`config.mk`:
```
export PLATFORM = sky130hd
export DESIGN_NAME = dpwc_regs
export DESIGN_NICKNAME = d
export VERILOG_FILES = /design/src/rtl/core/dpwc_pkg.sv /design/src/rtl/core/dpwc_regs.sv
export SDC_FILE = /design/constraint.sdc
export NUM_CORES = 1
export LEC_CHECK = 0
export ABC_AREA = 1
export BUFFER_PORTS_ARGS = -buffer_cell sky130_fd_sc_hd__buf_4
export CAP_MARGIN = 20
export CORE_MARGIN = 2
export CORE_UTILIZATION = 40
export DETAILED_ROUTE_END_ITERATION = 10
export GPL_TIMING_DRIVEN = 0
export PLACE_DENSITY = 0.65
export SETUP_SLACK_MARGIN = 0.02
export SLEW_MARGIN = 20
export SYNTH_ARGS = -nofsm -noshare
export SYNTH_HDL_FRONTEND = slang
export SYNTH_SLANG_ARGS = --single-unit
```
`constraint.sdc`:
```
create_clock -name clk -period 1.4 [get_ports clk]
set_input_delay 0 -clock clk [delete_from_list [all_inputs] [get_ports clk]]
set_output_delay 0 -clock clk [all_outputs]
set_load 0.05 [all_outputs]
```
`src/rtl/core/dpwc_pkg.sv`:
```
// ----------------------------------------------------------------------------
// dpwc_pkg
// Shared widths, register codes and types of the clamped PID controller.
// ----------------------------------------------------------------------------
package dpwc_pkg;

  localparam int SAMPLE_BITS    = 16;
  localparam int COEF_BITS      = 24;
  localparam int COEF_FRAC_BITS = 16;
  localparam int PROD_BITS      = COEF_BITS + SAMPLE_BITS;
  // Five products are added, so three guard bits cover the growth.
  localparam int SUM_BITS       = PROD_BITS + 3;
  localparam int SHIFT_BITS     = SUM_BITS - COEF_FRAC_BITS;

  localparam int APB_DATA_BITS  = 32;
  localparam int APB_ADDR_BITS  = 5;
  localparam int REG_IDX_BITS   = 3;

  typedef enum logic [REG_IDX_BITS-1:0] {
    REG_COEF_E0    = 3'd0,
    REG_COEF_E1    = 3'd1,
    REG_COEF_E2    = 3'd2,
    REG_COEF_U1    = 3'd3,
    REG_COEF_U2    = 3'd4,
    REG_CLAMP_HIGH = 3'd5,
    REG_CLAMP_LOW  = 3'd6
  } reg_idx_t;

  typedef struct packed {
    logic signed [COEF_BITS-1:0]   coef_e0;
    logic signed [COEF_BITS-1:0]   coef_e1;
    logic signed [COEF_BITS-1:0]   coef_e2;
    logic signed [COEF_BITS-1:0]   coef_u1;
    logic signed [COEF_BITS-1:0]   coef_u2;
    logic signed [SAMPLE_BITS-1:0] clamp_high;
    logic signed [SAMPLE_BITS-1:0] clamp_low;
  } cfg_t;

  typedef struct packed {
    logic signed [SAMPLE_BITS-1:0] err;
    logic signed [SAMPLE_BITS-1:0] err_prev1;
    logic signed [SAMPLE_BITS-1:0] err_prev2;
    logic signed [SAMPLE_BITS-1:0] out_prev1;
    logic signed [SAMPLE_BITS-1:0] out_prev2;
  } hist_t;

endpackage

```
`src/rtl/core/dpwc_regs.sv`:
```
// ----------------------------------------------------------------------------
// dpwc_regs
// APB register file holding the filter coefficients and the output limits.
// ----------------------------------------------------------------------------
module dpwc_regs (
  input  logic                                 clk,
  input  logic                                 rst_n,
  input  logic                                 cfg_psel,
  input  logic                                 cfg_penable,
  input  logic                                 cfg_pwrite,
  input  logic [dpwc_pkg::APB_ADDR_BITS-1:0]   cfg_paddr,
  input  logic [dpwc_pkg::APB_DATA_BITS-1:0]   cfg_pwdata,
  output logic [dpwc_pkg::APB_DATA_BITS-1:0]   cfg_prdata,
  output logic                                 cfg_pready,
  output dpwc_pkg::cfg_t                       cfg_o
);

  dpwc_pkg::cfg_t                          cfg_r;
  dpwc_pkg::cfg_t                          cfg_nxt;
  logic                                    wr_en;
  logic [dpwc_pkg::REG_IDX_BITS-1:0]       idx;

  assign cfg_pready = 1'b1;
  assign wr_en      = cfg_psel && cfg_penable && cfg_pwrite;
  assign idx        = cfg_paddr[dpwc_pkg::APB_ADDR_BITS-1:2];
  assign cfg_o      = cfg_r;

  always_comb begin
    cfg_nxt = cfg_r;
    if (wr_en) begin
      unique case (idx)
        dpwc_pkg::REG_COEF_E0:
          cfg_nxt.coef_e0 = cfg_pwdata[dpwc_pkg::COEF_BITS-1:0];
        dpwc_pkg::REG_COEF_E1:
          cfg_nxt.coef_e1 = cfg_pwdata[dpwc_pkg::COEF_BITS-1:0];
        dpwc_pkg::REG_COEF_E2:
          cfg_nxt.coef_e2 = cfg_pwdata[dpwc_pkg::COEF_BITS-1:0];
        dpwc_pkg::REG_COEF_U1:
          cfg_nxt.coef_u1 = cfg_pwdata[dpwc_pkg::COEF_BITS-1:0];
        dpwc_pkg::REG_COEF_U2:
          cfg_nxt.coef_u2 = cfg_pwdata[dpwc_pkg::COEF_BITS-1:0];
        dpwc_pkg::REG_CLAMP_HIGH:
          cfg_nxt.clamp_high = cfg_pwdata[dpwc_pkg::SAMPLE_BITS-1:0];
        dpwc_pkg::REG_CLAMP_LOW:
          cfg_nxt.clamp_low = cfg_pwdata[dpwc_pkg::SAMPLE_BITS-1:0];
        default: ;
      endcase
    end
  end

  // Reads return the register sign-extended to the bus width.
  always_comb begin
    unique case (idx)
      dpwc_pkg::REG_COEF_E0:    cfg_prdata = dpwc_pkg::APB_DATA_BITS'(cfg_r.coef_e0);
      dpwc_pkg::REG_COEF_E1:    cfg_prdata = dpwc_pkg::APB_DATA_BITS'(cfg_r.coef_e1);
      dpwc_pkg::REG_COEF_E2:    cfg_prdata = dpwc_pkg::APB_DATA_BITS'(cfg_r.coef_e2);
      dpwc_pkg::REG_COEF_U1:    cfg_prdata = dpwc_pkg::APB_DATA_BITS'(cfg_r.coef_u1);
      dpwc_pkg::REG_COEF_U2:    cfg_prdata = dpwc_pkg::APB_DATA_BITS'(cfg_r.coef_u2);
      dpwc_pkg::REG_CLAMP_HIGH: cfg_prdata = dpwc_pkg::APB_DATA_BITS'(cfg_r.clamp_high);
      dpwc_pkg::REG_CLAMP_LOW:  cfg_prdata = dpwc_pkg::APB_DATA_BITS'(cfg_r.clamp_low);
      default:                  cfg_prdata = '0;
    endcase
  end

  always_ff @(posedge clk) begin
    if (!rst_n) begin
      cfg_r.coef_e0    <= '0;
      cfg_r.coef_e1    <= '0;
      cfg_r.coef_e2    <= '0;
      cfg_r.coef_u1    <= '0;
      cfg_r.coef_u2    <= '0;
      cfg_r.clamp_high <= {1'b0, {(dpwc_pkg::SAMPLE_BITS-1){1'b1}}};
      cfg_r.clamp_low  <= {1'b1, {(dpwc_pkg::SAMPLE_BITS-1){1'b0}}};
    end else begin
      cfg_r <= cfg_nxt;
    end
  end

endmodule

```
After elaboration in Yosys (flattened, before gate mapping)
Index checks and enable logic that the tools add are counted.

storage, ports and cells
  register bits = 152
  input port bits = 42
  output and inout port bits = 185
  logic and storage cells = 24

cells by class
  equal/unequal tests = 6
  muxes and demuxes = 1
  reductions and logical operators = 10

operators with widths
  kind                count
  $pmux 32 s7         1
  $reduce_and 2->1    7
  $eq 3x3->1 const B  3
  $eq 3x2->1 const B  2
  $eq 3x1->1 const B  1
  $logic_not 3->1     1
  $logic_and 1x1->1   2

Depth between registers and ports, before layout
  depth after elaboration = 3
  depth in mapped cells = 8
  mapped depth without buffers = 6

Least setup slack after synthesis
No wires, ideal clock.

  kind = register to output
  from = register cfg_r, in the netlist cfg_o[31]
  to = output port cfg_prdata[24] (netlist name)
  data arrival time = 1.800 ns
  data required time = 1.400 ns
  path slack = -0.400 ns
  stages on the path, launching flop included = 6
  buffers on the path = 1
  cells stage by stage = dfxtp_1 -> nand4_1 -> nand2_2 -> nor2_1 -> nand2_1 -> buf_4

on the way
  longest elaborated chain between the ends = 1

ends and longest elaborated chain
  element                   line             text
  start: declaration        dpwc_regs.sv:18  dpwc_pkg::cfg_t cfg_r;
  start signal: assignment  dpwc_regs.sv:75  cfg_r <= cfg_nxt;
  $pmux 32 s7               dpwc_regs.sv:53  unique case (idx)
  end: declaration          dpwc_regs.sv:13  output logic [dpwc_pkg::APB_DATA_BITS-1:0] cfg_prdata,

Every way passes these cells.

Worst setup path in the final report
  from = register cfg_r, in the netlist cfg_o[15]
  to = output port cfg_prdata[17] (netlist name)

The elaborated chain is that of the path after synthesis.

==> impl_metrics.tcl <==
set metrics [dict create \
    endpoint_kind "primary output" \
    ios 227 \
    yosys.area_share.simple 0.495 \
    rsz0062_at_grt "true" \
    hold_path_class "in -> reg" \
    synth_adder_area_share 0 \
    dp.cells 1655 \
    synthToLayoutAreaGrowth_pct 40.7 \
    synth_top_family_by_area "simple AND/OR/NAND/NOR gates" \
    path_max_fanout 5 \
    antenna_found_initial 0 \
    period_minus_slack_ns 1.52 \
    ys_seq_elements 152 \
    final_util 0.576 \
    final_nets 1512 \
    grt_use_total 0.301 \
    worstSkewPairLatency_ns 0.44 \
    worstPathArrival_ns 1.52 \
    synth-xor-area-share 0 \
    slowest_stage "dfxtp_2" \
    grt_start_max_net_pins 17 \
    path_delay_family "simple AND/OR/NAND/NOR gates" \
    failed_checks "setup timing" \
    die_h_um 143 \
    drt_wl_total_mm 31.3 \
    setup_viol 18 \
    drtIter0Drc 874 \
    first_global_vias 8188 \
    die_area_mm2 0.0203 \
    cp_slowest_stage_delay_ns 0.32 \
    path_class "reg -> out" \
    route.detailed.drc 0 \
    cts_sinks 152 \
    place_congestion 0.980 \
    clk_pin_slew_ns 0.06 \
    fmax_mhz 657 \
    vias 8919 \
    finalClockSkew_ns 0 \
    routedWlPerCell_um 18.2 \
    synth_nets 1250 \
    max_slew_margin 0.500 \
    drive_above_1_share 0.288 \
    grt_remaining_overflow 0 \
    synth_top_area_frac 0.396 \
    core_area_mm2 0.0188 \
    seq_power_share 0.430 \
    crit_required_ns 1.40 \
    syn-instance-count 1208 \
    antenna_left 0 \
    comb_power_share 0.163 \
    p_leak_uw 0.00510 \
    layout_common_cells "325 x nor2_1, 287 x nand2_1, 214 x buf_4" \
    synth_area_leaders "dfxtp_1 40%, nor2_1 17%, nand2_1 15%" \
    synthesis.area_mm2 0.00768 \
    synth_cell_type_count 24 \
    timing.final.crit_share 1.09 \
    avgSynthCellArea_um2 6.36 \
    p_int_uw 7230 \
    synth-compound-area-share 0.0104 \
    path_buf_inv 2 \
    dp_hpwl_mm 23.4 \
    fin_ws_ns -0.123 \
    worstPathCellList "nand4_1, nand2_4, buf_4, nor2_4, nand2_2, buf_8" \
    hold_viol 0 \
    num_rows 50 \
    layout_commonest_cell "nor2_1" \
    max-cap-violations 0 \
    postPlaceCellArea_mm2 0.00959 \
    timing.hold.ws_ns 0.0166 \
    worstSetupStartpointType "flop" \
    portBuffers 213 \
    power_density_mw_per_mm2 955 \
    worst_pin_slew_ns 0.751 \
    ir_drop_mv 0.965 \
    synthMuxAreaShare 0 \
    clkPwrFrac 0.407 \
    yosysTopAreaCell "dfxtp_1" \
    final_cell_area_mm2 0.0108 \
    initial_core_util 0.409 \
    stdcell_count 1715 \
    tritoncts "yes" \
    final_max_slew_viol_count 0 \
    switchingPower_uw 3090 \
    ys_seq_area_frac 0.396 \
    drtPass1Iterations 5 \
    switching_share 0.299 \
    grt_pass1_wl_mm 46.4 \
    cts_root_buf "clkbuf_16" \
    largest_reg_flops 152 \
    cts_buffers 17 \
    synth_warnings 0 \
    h-tree-depth 4 \
    status "complete, but fails checks" \
    antennaDiodeCount 0 \
    cts_buffer_depth 2 \
    vias_per_cell 5.20 \
    dieWidth_um 143 \
]
## cell families after synthesis
kind of cell / Yosys count
AO/OA/AOI/OAI: 16
flip-flops: 152
AND/OR/NAND/NOR: 889
buffers and inverters: 150
other: 1
## power by group through the flow
stage	combinational, uW	sequential, uW	clock, uW
2_1_floorplan	785	4710	0
3_3_place_gp	1480	4530	0
3_5_place_dp	1490	4530	0
4_1_cts	1600	4440	4180
5_1_grt	1770	4440	4380
6_report	1680	4440	4200
## synthesized netlist by cell type
cell type	n
nand3_4	1
nor2_8	2
nand2_4	1
buf_2	34
inv_4	1
o21ai_1	10
buf_4	21
conb_1	1
nand2_2	2
nor2_4	5
nand3_1	163
nor2_1	346
nand3_2	2
buf_6	9
o21ai_0	6
nand4_1	56
inv_1	49
clkbuf_1	17
nand2_1	307
clkbuf_2	1
dfxtp_1	152
nor2_2	4
buf_1	16
inv_2	2
## metrics by stage
stage / worst slack, ns / setup TNS (ns) / power (uW)
floorplan: 0.116 / 0 / 5490
finish: -0.123 / -1.61 / 10300
CTS: -0.0992 / -1.38 / 10200
global placement: -0.327 / -6.04 / 6010
global route: -0.156 / -2.52 / 10600
detailed placement: -0.354 / -7.06 / 6020
## repair_timing
| action | in CTS | in global routing |
|---|---|---|
| endpoints found under the setup margin | 32 | 32 |
| endpoints found under the hold margin | 23 | 0 |
| setup buffers | 4 | 7 |
| pin swaps | 10 | 19 |
| resized for setup | 69 | 85 |
| hold buffers | 19 | 0 |
## per-layer routing
metal | vias up | wire [um] | GRT usage
li1 | 4331 | - | -
met1 | 4072 | 13000 | 0.403
met2 | 443 | 14400 | 0.473
met3 | 73 | 2870 | 0.0612
met4 | 0 | 1040 | 0.125
met5 | - | 0 | 0
## area by class of cell
cell class	instances	area (um^2)
fill	1935	7960
multi-input combinational	906	4070
sequential	152	3090
timing repair buffer	243	2050
buffer	98	597
clock buffer	22	464
tap	234	293
inverter	52	198
clock inverter	8	51.3
## final timing paths
path | end | start | slack (ns) | cells past startpoint
worst max register to register | cfg_o[15]$_SDFFE_PN1P_ | cfg_o[15]$_SDFFE_PN1P_ | 0.67 | 3
worst min-delay path | cfg_o[15]$_SDFFE_PN1P_ | cfg_paddr[4] | 0.02 | 4
worst max-delay path | cfg_prdata[17] | cfg_o[15]$_SDFFE_PN1P_ | -0.12 | 6
worst min register to register | cfg_o[65]$_SDFFE_PN0P_ | cfg_o[65]$_SDFFE_PN0P_ | 0.50 | 2
## worst reg2reg max path, cell delays in order (launching register included)
cell     delay, ns
dfxtp_2       0.32
buf_4         0.13
o21ai_0       0.07
nand3_1       0.08
Note: power is estimated with default switching activity, not from simulation.
